### src/sv/rsht_pkg.sv
package rsht_pkg;

    // Default geometry of the table.
    localparam int DEF_TABLE_SLOTS = 64;
    localparam int DEF_KEY_BITS    = 32;

    // Fixed field widths on the ports.
    localparam int MODE_W     = 2;
    localparam int KEY_IN_W   = 32;
    localparam int HASH_W     = 32;
    localparam int STATUS_W   = 3;
    localparam int SLOT_OUT_W = 6;
    localparam int COUNT_W    = 6;
    localparam int S_TDATA_W  = KEY_IN_W + HASH_W;
    localparam int M_TDATA_W  = 16;

    // Load limit after reset.
    localparam logic [COUNT_W-1:0] MAX_ENTRIES_RST = 6'd48;

    // Request modes; every other code is treated as a lookup.
    localparam logic [MODE_W-1:0] MODE_INSERT = 2'd1;
    localparam logic [MODE_W-1:0] MODE_CLEAR  = 2'd2;

    // Result status codes.
    typedef enum logic [STATUS_W-1:0] {
        ST_FOUND    = 3'd0,
        ST_ABSENT   = 3'd1,
        ST_INSERTED = 3'd2,
        ST_PRESENT  = 3'd3,
        ST_FULL     = 3'd4
    } status_t;

    // Controller states.
    typedef enum logic [2:0] {
        CS_INIT,
        CS_IDLE,
        CS_HASH,
        CS_PROBE,
        CS_CLEAR,
        CS_HOLD
    } ctrl_state_t;

    // Commands from the controller to the datapath.
    typedef struct packed {
        logic load;
        logic first_read;
        logic probe_step;
        logic sweep_step;
        logic finish;
    } ctrl_cmd_t;

    // Status from the datapath to the controller.
    typedef struct packed {
        logic in_clear;
        logic hash_done;
        logic stop;
        logic sweep_last;
        logic out_free;
    } dp_status_t;

endpackage

### src/sv/rsht_slot_mem.sv
module rsht_slot_mem
#(
    parameter int DEPTH = 64,
    parameter int WIDTH = 33
)
(
    input  logic                     clk,
    input  logic                     wr_en,
    input  logic [$clog2(DEPTH)-1:0] wr_addr,
    input  logic [WIDTH-1:0]         wr_data,
    input  logic                     rd_en,
    input  logic [$clog2(DEPTH)-1:0] rd_addr,
    output logic [WIDTH-1:0]         rd_data
);

    logic [WIDTH-1:0] mem [DEPTH];
    logic [WIDTH-1:0] rd_data_reg;

    // One write port and one registered read port.
    always_ff @(posedge clk)
    begin
        if (wr_en)
        begin
            mem[wr_addr] <= wr_data;
        end
        if (rd_en)
        begin
            rd_data_reg <= mem[rd_addr];
        end
    end

    assign rd_data = rd_data_reg;

endmodule

### src/sv/rsht_hash_mod.sv
module rsht_hash_mod
    import rsht_pkg::*;
#(
    parameter int TABLE_SLOTS = DEF_TABLE_SLOTS
)
(
    input  logic                           clk,
    input  logic                           rst_n,
    input  logic                           start,
    input  logic [HASH_W-1:0]              hash,
    output logic                           done,
    output logic [$clog2(TABLE_SLOTS)-1:0] home
);

    localparam int SLOT_W  = $clog2(TABLE_SLOTS);
    localparam bit IS_POW2 = ((TABLE_SLOTS & (TABLE_SLOTS - 1)) == 0);

    generate
        if (IS_POW2)
        begin : g_mask
            logic [SLOT_W-1:0] home_reg;

            // A power-of-two table takes the low bits of the hash.
            always_ff @(posedge clk)
            begin
                if (start)
                begin
                    home_reg <= hash[SLOT_W-1:0];
                end
            end

            assign done = 1'b1;
            assign home = home_reg;
        end
        else
        begin : g_reduce
            localparam int DIGITS = HASH_W / 4;
            localparam int CNT_W  = $clog2(DIGITS + 1);
            localparam int T_W    = SLOT_W + 4;
            localparam logic [T_W-1:0] DIV = T_W'(TABLE_SLOTS);

            logic [HASH_W-1:0] shift_reg;
            logic [SLOT_W-1:0] rem_reg;
            logic [SLOT_W-1:0] rem_next;
            logic [CNT_W-1:0]  cnt_reg;

            // One hex digit a cycle: the partial remainder stays below the
            // table size, so four conditional subtracts finish each step.
            always_comb
            begin
                logic [T_W-1:0] t;
                t = {rem_reg, shift_reg[HASH_W-1 -: 4]};
                for (int k = 3; k >= 0; k--)
                begin
                    if (t >= (DIV << k))
                    begin
                        t = t - (DIV << k);
                    end
                end
                rem_next = t[SLOT_W-1:0];
            end

            // Digit counter; zero means the home slot is ready.
            always_ff @(posedge clk or negedge rst_n)
            begin
                if (!rst_n)
                begin
                    cnt_reg <= '0;
                end
                else if (start)
                begin
                    cnt_reg <= CNT_W'(DIGITS);
                end
                else if (cnt_reg != '0)
                begin
                    cnt_reg <= cnt_reg - 1'b1;
                end
            end

            // Shift the hash out most significant digit first.
            always_ff @(posedge clk)
            begin
                if (start)
                begin
                    shift_reg <= hash;
                    rem_reg   <= '0;
                end
                else if (cnt_reg != '0)
                begin
                    shift_reg <= shift_reg << 4;
                    rem_reg   <= rem_next;
                end
            end

            assign done = (cnt_reg == '0);
            assign home = rem_reg;
        end
    endgenerate

endmodule

### src/sv/rsht_datapath.sv
module rsht_datapath
    import rsht_pkg::*;
#(
    parameter int TABLE_SLOTS = DEF_TABLE_SLOTS,
    parameter int KEY_BITS    = DEF_KEY_BITS
)
(
    input  logic                  clk,
    input  logic                  rst_n,
    input  ctrl_cmd_t             cmd,
    output dp_status_t            stat,
    input  logic [S_TDATA_W-1:0]  s_tdata,
    input  logic [MODE_W-1:0]     s_tuser,
    input  logic                  cfg_valid,
    input  logic [COUNT_W-1:0]    cfg_data,
    output logic                  m_tvalid,
    input  logic                  m_tready,
    output logic [M_TDATA_W-1:0]  m_tdata,
    output logic [STATUS_W-1:0]   m_tuser
);

    localparam int SLOT_W  = $clog2(TABLE_SLOTS);
    localparam int ENTRY_W = KEY_BITS + 1;
    localparam logic [SLOT_W-1:0] LAST_SLOT = SLOT_W'(TABLE_SLOTS - 1);

    logic [MODE_W-1:0]            mode_reg;
    logic [KEY_BITS-1:0]          key_reg;
    logic [SLOT_W-1:0]            addr_reg;
    logic [SLOT_W-1:0]            probe_cnt_reg;
    logic [COUNT_W-1:0]           count_reg;
    logic [COUNT_W-1:0]           count_next;
    logic [COUNT_W-1:0]           max_reg;
    logic                         out_valid_reg;
    status_t                      out_status_reg;
    logic [SLOT_OUT_W-1:0]        out_slot_reg;
    logic [COUNT_W-1:0]           out_count_reg;

    logic [KEY_BITS+KEY_IN_W-1:0] key_wide;
    logic [KEY_BITS-1:0]          key_in;
    logic                         hash_done;
    logic [SLOT_W-1:0]            home;
    logic [SLOT_W-1:0]            addr_inc;
    logic                         rd_en;
    logic [SLOT_W-1:0]            rd_addr;
    logic [ENTRY_W-1:0]           rd_data;
    logic                         wr_en;
    logic [ENTRY_W-1:0]           wr_data;
    logic                         slot_empty;
    logic                         slot_hit;
    logic                         is_insert;
    logic                         is_clear;
    logic [COUNT_W:0]             count_plus;
    logic                         over_limit;
    logic                         insert_ok;
    status_t                      res_status;
    logic [SLOT_W+SLOT_OUT_W-1:0] slot_wide;
    logic [SLOT_OUT_W-1:0]        res_slot;

    // Key compared on KEY_BITS bits.
    assign key_wide = {{KEY_BITS{1'b0}}, s_tdata[KEY_IN_W-1:0]};
    assign key_in   = key_wide[KEY_BITS-1:0];

    // Home slot from the hash.
    rsht_hash_mod #(
        .TABLE_SLOTS (TABLE_SLOTS)
    ) u_hash_mod (
        .clk   (clk),
        .rst_n (rst_n),
        .start (cmd.load),
        .hash  (s_tdata[KEY_IN_W +: HASH_W]),
        .done  (hash_done),
        .home  (home)
    );

    // Slot store: valid bit above the key.
    rsht_slot_mem #(
        .DEPTH (TABLE_SLOTS),
        .WIDTH (ENTRY_W)
    ) u_slot_mem (
        .clk     (clk),
        .wr_en   (wr_en),
        .wr_addr (addr_reg),
        .wr_data (wr_data),
        .rd_en   (rd_en),
        .rd_addr (rd_addr),
        .rd_data (rd_data)
    );

    // Next slot with wrap at the end of the table.
    assign addr_inc = (addr_reg == LAST_SLOT) ? '0 : addr_reg + 1'b1;

    // The read for the next slot goes out while the current one is checked.
    assign rd_en   = cmd.first_read | cmd.probe_step;
    assign rd_addr = cmd.first_read ? home : addr_inc;

    // Probe checks on the slot just read.
    assign slot_empty = ~rd_data[KEY_BITS];
    assign slot_hit   = rd_data[KEY_BITS] && (rd_data[KEY_BITS-1:0] == key_reg);

    // Result of the request.
    assign is_insert  = (mode_reg == MODE_INSERT);
    assign is_clear   = (mode_reg == MODE_CLEAR);
    assign count_plus = {1'b0, count_reg} + 1'b1;
    assign over_limit = count_plus > {1'b0, max_reg};
    assign insert_ok  = is_insert && !slot_hit && slot_empty && !over_limit;

    always_comb
    begin
        if (is_clear)
        begin
            res_status = ST_ABSENT;
            count_next = '0;
        end
        else if (is_insert)
        begin
            count_next = count_reg;
            if (slot_hit)
            begin
                res_status = ST_PRESENT;
            end
            else if (insert_ok)
            begin
                res_status = ST_INSERTED;
                count_next = count_plus[COUNT_W-1:0];
            end
            else
            begin
                res_status = ST_FULL;
            end
        end
        else
        begin
            res_status = slot_hit ? ST_FOUND : ST_ABSENT;
            count_next = count_reg;
        end
    end

    assign slot_wide = {{SLOT_OUT_W{1'b0}}, addr_reg};
    assign res_slot  = (!is_clear && (slot_hit || insert_ok)) ?
                       slot_wide[SLOT_OUT_W-1:0] : '0;

    // A sweep clears a valid bit; a successful insert stores the key.
    assign wr_en   = cmd.sweep_step | (cmd.finish & insert_ok);
    assign wr_data = cmd.sweep_step ? '0 : {1'b1, key_reg};

    // Request capture.
    always_ff @(posedge clk)
    begin
        if (cmd.load)
        begin
            mode_reg <= s_tuser;
            key_reg  <= key_in;
        end
    end

    // Probe pointer, also used as the sweep pointer.
    always_ff @(posedge clk or negedge rst_n)
    begin
        if (!rst_n)
        begin
            addr_reg      <= '0;
            probe_cnt_reg <= '0;
        end
        else if (cmd.load)
        begin
            addr_reg <= '0;
        end
        else if (cmd.first_read)
        begin
            addr_reg      <= home;
            probe_cnt_reg <= '0;
        end
        else if (cmd.probe_step)
        begin
            addr_reg      <= addr_inc;
            probe_cnt_reg <= probe_cnt_reg + 1'b1;
        end
        else if (cmd.sweep_step)
        begin
            addr_reg <= addr_inc;
        end
    end

    // Key count and load limit.
    always_ff @(posedge clk or negedge rst_n)
    begin
        if (!rst_n)
        begin
            count_reg <= '0;
            max_reg   <= MAX_ENTRIES_RST;
        end
        else
        begin
            if (cmd.finish)
            begin
                count_reg <= count_next;
            end
            if (cfg_valid)
            begin
                max_reg <= cfg_data;
            end
        end
    end

    // Output register.
    always_ff @(posedge clk or negedge rst_n)
    begin
        if (!rst_n)
        begin
            out_valid_reg <= 1'b0;
        end
        else if (cmd.finish)
        begin
            out_valid_reg <= 1'b1;
        end
        else if (m_tready)
        begin
            out_valid_reg <= 1'b0;
        end
    end

    always_ff @(posedge clk)
    begin
        if (cmd.finish)
        begin
            out_status_reg <= res_status;
            out_slot_reg   <= res_slot;
            out_count_reg  <= count_next;
        end
    end

    assign m_tvalid = out_valid_reg;
    assign m_tdata  = {{(M_TDATA_W - SLOT_OUT_W - COUNT_W){1'b0}}, out_count_reg, out_slot_reg};
    assign m_tuser  = out_status_reg;

    // Status for the controller.
    assign stat.in_clear   = (s_tuser == MODE_CLEAR);
    assign stat.hash_done  = hash_done;
    assign stat.stop       = slot_empty | slot_hit | (probe_cnt_reg == LAST_SLOT);
    assign stat.sweep_last = (addr_reg == LAST_SLOT);
    assign stat.out_free   = ~out_valid_reg | m_tready;

endmodule

### src/sv/rsht_ctrl.sv
module rsht_ctrl
    import rsht_pkg::*;
(
    input  logic       clk,
    input  logic       rst_n,
    input  logic       s_tvalid,
    output logic       s_tready,
    input  dp_status_t stat,
    output ctrl_cmd_t  cmd
);

    ctrl_state_t state_reg;
    ctrl_state_t state_next;

    // State register; reset starts the clearing sweep.
    always_ff @(posedge clk or negedge rst_n)
    begin
        if (!rst_n)
        begin
            state_reg <= CS_INIT;
        end
        else
        begin
            state_reg <= state_next;
        end
    end

    // Next state and commands.
    always_comb
    begin
        state_next = state_reg;
        cmd        = '0;
        s_tready   = 1'b0;
        case (state_reg)
            CS_INIT:
            begin
                cmd.sweep_step = 1'b1;
                if (stat.sweep_last)
                begin
                    state_next = CS_IDLE;
                end
            end
            CS_IDLE:
            begin
                s_tready = 1'b1;
                if (s_tvalid)
                begin
                    cmd.load   = 1'b1;
                    state_next = stat.in_clear ? CS_CLEAR : CS_HASH;
                end
            end
            CS_HASH:
            begin
                if (stat.hash_done)
                begin
                    cmd.first_read = 1'b1;
                    state_next     = CS_PROBE;
                end
            end
            CS_PROBE:
            begin
                if (!stat.stop)
                begin
                    cmd.probe_step = 1'b1;
                end
                else if (stat.out_free)
                begin
                    cmd.finish = 1'b1;
                    state_next = CS_IDLE;
                end
                else
                begin
                    state_next = CS_HOLD;
                end
            end
            CS_CLEAR:
            begin
                cmd.sweep_step = 1'b1;
                if (stat.sweep_last)
                begin
                    state_next = CS_HOLD;
                end
            end
            CS_HOLD:
            begin
                if (stat.out_free)
                begin
                    cmd.finish = 1'b1;
                    state_next = CS_IDLE;
                end
            end
            default:
            begin
                state_next = CS_INIT;
            end
        endcase
    end

endmodule

### src/sv/remembered_set_hash_table.sv
// Remembered-set hash table: a fixed-size open-addressing set of object keys.
// Requests enter on the s_ stream: tuser carries the mode (lookup, insert or
// clear), tdata the key and its precomputed hash. Each request gives exactly
// one result on the m_ stream: tuser the status, tdata the slot and the count.
// The load limit is written on the cfg channel, which is always ready.
// After reset a clearing pass sweeps every slot with s_tready low.
// A lookup or insert registers its result once its probe ends, probing one
// slot a cycle through the single read port of the slot memory, and the next
// request can be taken after that; a table size that is not a power of two
// adds a digit-serial reduction of the hash. A clear request sweeps every
// slot, one a cycle, and registers its result once the sweep is done.
// One request is worked on at a time. A result waits in the output register
// while m_tready is low; the next request is accepted and probed or swept meanwhile
// and then holds until the output register is free.
module remembered_set_hash_table
    import rsht_pkg::*;
#(
    parameter int TABLE_SLOTS = DEF_TABLE_SLOTS,
    parameter int KEY_BITS    = DEF_KEY_BITS
)
(
    input  logic                 clk,
    input  logic                 rst_n,
    input  logic                 s_tvalid,
    output logic                 s_tready,
    input  logic [S_TDATA_W-1:0] s_tdata,   // object_key, key_hash
    input  logic [MODE_W-1:0]    s_tuser,   // mode
    output logic                 m_tvalid,
    input  logic                 m_tready,
    output logic [M_TDATA_W-1:0] m_tdata,   // slot_index, entry_count, zero pad
    output logic [STATUS_W-1:0]  m_tuser,   // status
    input  logic                 cfg_valid,
    output logic                 cfg_ready,
    input  logic [COUNT_W-1:0]   cfg_data   // max_entries
);

    ctrl_cmd_t  cmd;
    dp_status_t stat;

    assign cfg_ready = 1'b1;

    rsht_ctrl u_ctrl (
        .clk      (clk),
        .rst_n    (rst_n),
        .s_tvalid (s_tvalid),
        .s_tready (s_tready),
        .stat     (stat),
        .cmd      (cmd)
    );

    rsht_datapath #(
        .TABLE_SLOTS (TABLE_SLOTS),
        .KEY_BITS    (KEY_BITS)
    ) u_datapath (
        .clk       (clk),
        .rst_n     (rst_n),
        .cmd       (cmd),
        .stat      (stat),
        .s_tdata   (s_tdata),
        .s_tuser   (s_tuser),
        .cfg_valid (cfg_valid),
        .cfg_data  (cfg_data),
        .m_tvalid  (m_tvalid),
        .m_tready  (m_tready),
        .m_tdata   (m_tdata),
        .m_tuser   (m_tuser)
    );

endmodule

### config.mk
export PLATFORM = sky130hd
export DESIGN_NAME = remembered_set_hash_table
export DESIGN_NICKNAME = d
export VERILOG_FILES = /design/src/sv/rsht_pkg.sv /design/src/sv/rsht_slot_mem.sv /design/src/sv/rsht_hash_mod.sv /design/src/sv/rsht_datapath.sv /design/src/sv/rsht_ctrl.sv /design/src/sv/remembered_set_hash_table.sv
export SDC_FILE = /design/constraint.sdc
export NUM_CORES = 2
export LEC_CHECK = 0
export ABC_AREA = 0
export BUFFER_PORTS_ARGS = -buffer_cell sky130_fd_sc_hd__buf_2
export CAP_MARGIN = 20
export CORE_MARGIN = 5
export CORE_UTILIZATION = 38
export CTS_CLUSTER_SIZE = 40
export DETAILED_ROUTE_END_ITERATION = 16
export PLACE_DENSITY = 0.54
export SLEW_MARGIN = 30
export SYNTH_ARGS = -nofsm -noshare
export SYNTH_HDL_FRONTEND = slang
export SYNTH_HIERARCHICAL = 1
export SYNTH_SLANG_ARGS = --single-unit
### constraint.sdc
create_clock -name clk -period 13 [get_ports clk]
set_input_delay 0 -clock clk [delete_from_list [all_inputs] [get_ports clk]]
set_output_delay 0 -clock clk [all_outputs]
set_load 0.01 [all_outputs]
======== After elaboration in Yosys (flattened, before gate mapping) ========
Memories as Yosys holds them, arrays and structs flattened. A register that Yosys moved wholly into a read port is not among the register bits.
Cells that the tools add are included.
operators by class
  equality and inequality tests ........... 16
  $lt $le $gt $ge ......................... 1
  reduce and logical (&&, ||, !) cells .... 16
  bitwise gates (word level) .............. 9
  mux-type cells .......................... 39
  add/subtract/negate cells ............... 3
operators with widths
  kind                 count
  $mux 6               12
  $mux 33              1
  $eq 32x32->1         1
  $mux 3               10
  $pmux 3 s6           1
  $mux 1               14
  $add 6x1->6 const B  2
  $eq 6x6->1 const B   2
  $ne 2x2->1 const B   4
  $add 6x1->7 const B  1
  $gt 7x6->1           1
  $eq 3x2->1 const B   2
  $eq 3x3->1 const B   2
  $logic_and 1x1->1    5
  $or 1x1->1           5
  $reduce_and 5->1     1
  $eq 2x2->1 const B   2
  $reduce_bool 2->1    2
  $reduce_bool 4->1    1
  $eq 3x1->1 const B   1
  $logic_not 1->1      3
  $logic_not 3->1      1
  $not 1->1            3
  $eq 2x1->1 const B   1
  6 further kinds      6
storage, ports and cells
  register bits after elaboration ......... 83
  memories kept ........................... 1
  input port bits ......................... 77
  memory bits (writable) .................. 2,112
memory list
  memory                     words  bits a word  rd ports  clocked after Yosys merged registers in  wr ports  RTL line             source
  u_datapath.u_slot_mem.mem  64     33           1         1                                        1         rsht_slot_mem.sv:16  logic [WIDTH-1:0] mem [DEPTH];

======== Depth between registers and ports, before layout ========
  depth in word-level cells ............... 10
  depth in mapped cells ................... 17
  gate-level depth less buffers ........... 12

======== Modules after synthesis ========
The synthesis kept the hierarchy.
by module, submodules not included
  module                     times used  cells an instance  area an instance (µm²)
  rsht_slot_mem              1           3,598              81,523.2
  rsht_datapath              1           344                3,863.7
  rsht_ctrl                  1           30                 291.5
  rsht_hash_mod              1           8                  191.4
  remembered_set_hash_table  1           2                  11.3

======== Worst setup path after synthesis ========
OpenSTA, ideal clock, no wires.
  path kind ............................... register to register
  start point ............................. reg u_datapath.u_slot_mem.rd_data_reg[12], in the netlist u_datapath/u_slot_mem/rd_data[12], read port of u_datapath.u_slot_mem.mem
  end point ............................... mem u_datapath.u_slot_mem.mem[48][0] (enable)
  period minus slack after synthesis ...... 6.482 ns
  library setup time ...................... 0.464 ns
  path slack .............................. 6.518 ns
  required time ........................... 12.536 ns
  buffers on the path ..................... 0
  arrival ................................. 6.017 ns
  cell stages (with the launch flop) ...... 13
  path through ............................ edfxtp_1 -> xnor2_1 -> nand4_1 -> nor4_1 -> nand2_1 -> o311ai_0 -> nand2_1 -> a21oi_1 -> inv_1 -> o21ai_0 -> nor2b_1 -> nand4b_1 -> nor3_1
RTL lines
  what         RTL line             source
  from (decl)  rsht_slot_mem.sv:17  logic [WIDTH-1:0] rd_data_reg;
  to (decl)    rsht_slot_mem.sv:16

==> impl_metrics.env <==
export IMPL_path_delay_family="simple AND/OR/NAND/NOR gates"
export IMPL_timing_critical_path_buf_inv=3
export IMPL_cts_made_buffers=220
export IMPL_path_depth=14
export IMPL_timing_final_crit_share_pct=51.0
export IMPL_timing_hold_violations_final=0
export IMPL_synth_warnings=6
export IMPL_path_cells="xnor2_1, nand4_1, nor4_1, nand2_1, o311ai_1, nand2_1, a21oi_2, buf_4, inv_1, o21ai_1, nor2b_1, nand3_1, nor2_4, buf_4"
export IMPL_insertion_delay_ns=0.87
export IMPL_remaining_drc_errors=0
export IMPL_rsz0062_at_grt="no"
export IMPL_powerDensity_nw_per_um2=235
export IMPL_syn2layout_area_growth_pct=14.9
export IMPL_routed_via_density=5.56
export IMPL_wl_um=222000
export IMPL_core_region_area_um2=225000
export IMPL_die_h_um=485
export IMPL_fmax_ghz=0.151
export IMPL_htreeDepth=4
export IMPL_ys_seq_area_share_pct=77.7
export IMPL_path_max_fanout=23
export IMPL_worst_setup_path_start_kind="flop"
export IMPL_cp_data_arrival_time_ns=7.12
export IMPL_place_hpwl_um=122000
export IMPL_dpl_instance_area_um2=90600
export IMPL_synthFlopType="edfxtp_1"
export IMPL_grt_ovfl_total=0
export IMPL_wire_per_inst_um=29.7
export IMPL_setup_violations_final=0
export IMPL_reg2reg_slack_ns=6.38
export IMPL_largest_reg_flops=2112
export IMPL_netlist_area_um2=85900
export IMPL_grt_max_degree=122
export IMPL_layout_min_cycle_time_ns=6.62
export IMPL_clock_sinks=2228
export IMPL_post_cts_buffers=0
export IMPL_cts_max_path_buffers=3
export IMPL_slew_headroom_pct=30.4
export IMPL_nNetsFinal=4382
export IMPL_finClkSkew_ns=0.0385
export IMPL_num_rows=174
export IMPL_drt_pre_antenna_iters=8
export IMPL_synth_top_area_share_pct=76.9
export IMPL_syn_mean_instance_area_um2=21.6
export IMPL_ys_types=75
export IMPL_criticalPathCategory="reg2reg"
export IMPL_io_pins=99
export IMPL_maxCapViolCount=0
export IMPL_r2r_cells=14
export IMPL_hp_class="in2reg"
export IMPL_clk_pin_slew_ns=0.06
export IMPL_synth_common_cells="2200 x edfxtp_1, 485 x mux4_2, 132 x nand2_1"
export IMPL_drtIter0Drc=4028
export IMPL_gp_congestion=0.797
export IMPL_syn_inst=3982
export IMPL_final_area_um2=98700
export IMPL_antenna_found_initial=11
export IMPL_tns_ns=0
export IMPL_r2r_end="u_datapath/u_slot_mem/mem[62][29]$_DFFE_PP_"
export IMPL_synth_most_common_cell="edfxtp_1"
export IMPL_cts_tree="built"
export IMPL_gr_usage_all_layers_pct=18.6
export IMPL_async_flop_share_pct=1.26
export IMPL_worst_pin_slew_ns=1.03
export IMPL_initial_core_util_pct=38.2
export IMPL_cp_startpoint="u_datapath/key_reg[18]$_DFFE_PP_"
export IMPL_ant_nets=0
export IMPL_cpPeakStageDelay_ns=0.91
export IMPL_status="finished clean"
export IMPL_drv_slew=0
export IMPL_ys_ff_latch=2228
export IMPL_r2r_start="u_datapath/key_reg[18]$_DFFE_PP_"
export IMPL_crit_path_end="u_datapath/u_slot_mem/mem[62][29]$_DFFE_PP_"
export IMPL_ir_worst_vdd_mv=0.264
export IMPL_synth_top_cell_by_area="edfxtp_1"
export IMPL_die_x_um=485
export IMPL_cp_data_required_time_ns=13.50
export IMPL_holdPathStages=2
export IMPL_grt_pass1_vias=42362
export IMPL_ctsResizeCount=0
export IMPL_p_leak_nw=30.9
export IMPL_root_buffer="clkbuf_16"
export IMPL_end_kind="flop"
export IMPL_yosys_top_cells_area="edfxtp_1 77%, mux4_2 13%, mux2i_1 1.1%"
export IMPL_slowest_stage="o311ai_1"
export IMPL_drive_above_1_share_pct=25.4
export IMPL_grt_pass1_wl_um=318000
export IMPL_port_buffers=67
export IMPL_vias=41556
export IMPL_dieArea_um2=236000
export IMPL_p_total_w=0.0232
export IMPL_synth_edff_count=2200
## repair_timing
item                       in CTS  in global routing
setup endpoints to repair       0                  0
hold endpoints to repair      142                  0
hold buffers                  106                  0
## layer usage
metal  up-vias  global-route usage [%]  routed length (um)
met5         -                       0                   0
met4         0                    5.52                6020
met3       280                    2.69               12200
met2      1282                    31.1              110000
met1     22593                    25.6               93700
li1      17401                       -                   -
## placed cells by master (no fill, tap or decap), drive strengths merged, types with 10 or more instances in the layout
master	Yosys	routed
o22ai	60	60
nor2b	61	61
clkbuf	92	268
a211oi	37	37
and2	14	14
buf	133	208
mux4	485	485
inv	19	26
edfxtp	2200	2200
o21ai	32	32
mux2	10	10
dfrtp	26	26
a22oi	77	77
o211ai	10	10
nand4	52	52
ha	10	10
a21oi	31	31
nand2	133	133
dlygate4sd3	0	105
bufinv	0	19
o221ai	46	46
nor2	83	83
nand3	95	95
clkinv	1	109
mux2i	96	96
and3	25	25
nor3	12	12
xnor2	39	39
## layout make-up
class,count,area (um^2)
fillers,19098,126000
flip-flops and latches,2228,66800
multi-input cells,1512,18600
clock buffers,268,5770
well taps,2992,3740
repair buffers,313,2550
clock inverters,134,1190
inverters,20,75.1
diodes,2,5.00
## where the power goes
group	switching (W)	internal, W	leakage, nW
registers	0.000138	0.00899	20.3
logic	0.00510	0.00283	7.16
clock network	0.00267	0.00352	3.41
total	0.00791	0.0153	30.9
## worst min path at each step
stage / start / endpoint / slack [ns]
after global placement: rst_n / u_datapath/max_reg[2]$_DFFE_PN0P_ / 0.09
after global routing: s_tdata[3] / u_datapath/key_reg[3]$_DFFE_PP_ / 0.004
after CTS: m_tready / u_datapath/m_tvalid$_DFFE_PN0P_ / 0.0008
after detailed placement: rst_n / u_datapath/max_reg[1]$_DFFE_PN0P_ / 0.11
final: s_tdata[3] / u_datapath/key_reg[3]$_DFFE_PP_ / 0.03
after floorplan: rst_n / u_ctrl/state_reg[0]$_DFFE_PN0P_ / -0.30
## per-stage QoR
stage                     hold slack, ns  instances  util, %  setup WS (ns)
after floorplan                   -0.296       3985        -           6.52
final                             0.0304       7469     43.9           6.38
after global placement            0.0879       6958     40.3           6.34
after detailed placement           0.105       6959     40.3           6.40
after global routing             0.00407       7468     43.9           6.15
after CTS                       0.000773       7467     43.9           6.38
## cells by family (layout without fill, tap and decap cells)
family | Yosys count | after routing | synth area share [%]
mux | 591 | 591 | 14.0
compound gates | 351 | 351 | 3.04
fa+ha+maj | 10 | 10 | 0.146
simple gates | 512 | 512 | 3.03
xor+xnor | 42 | 42 | 0.428
buf+inv | 245 | 735 | 1.62
flops | 2228 | 2228 | 77.7
other cells | 3 | 8 | 0.0131
Note: power is estimated with default switching activity, not from simulation.
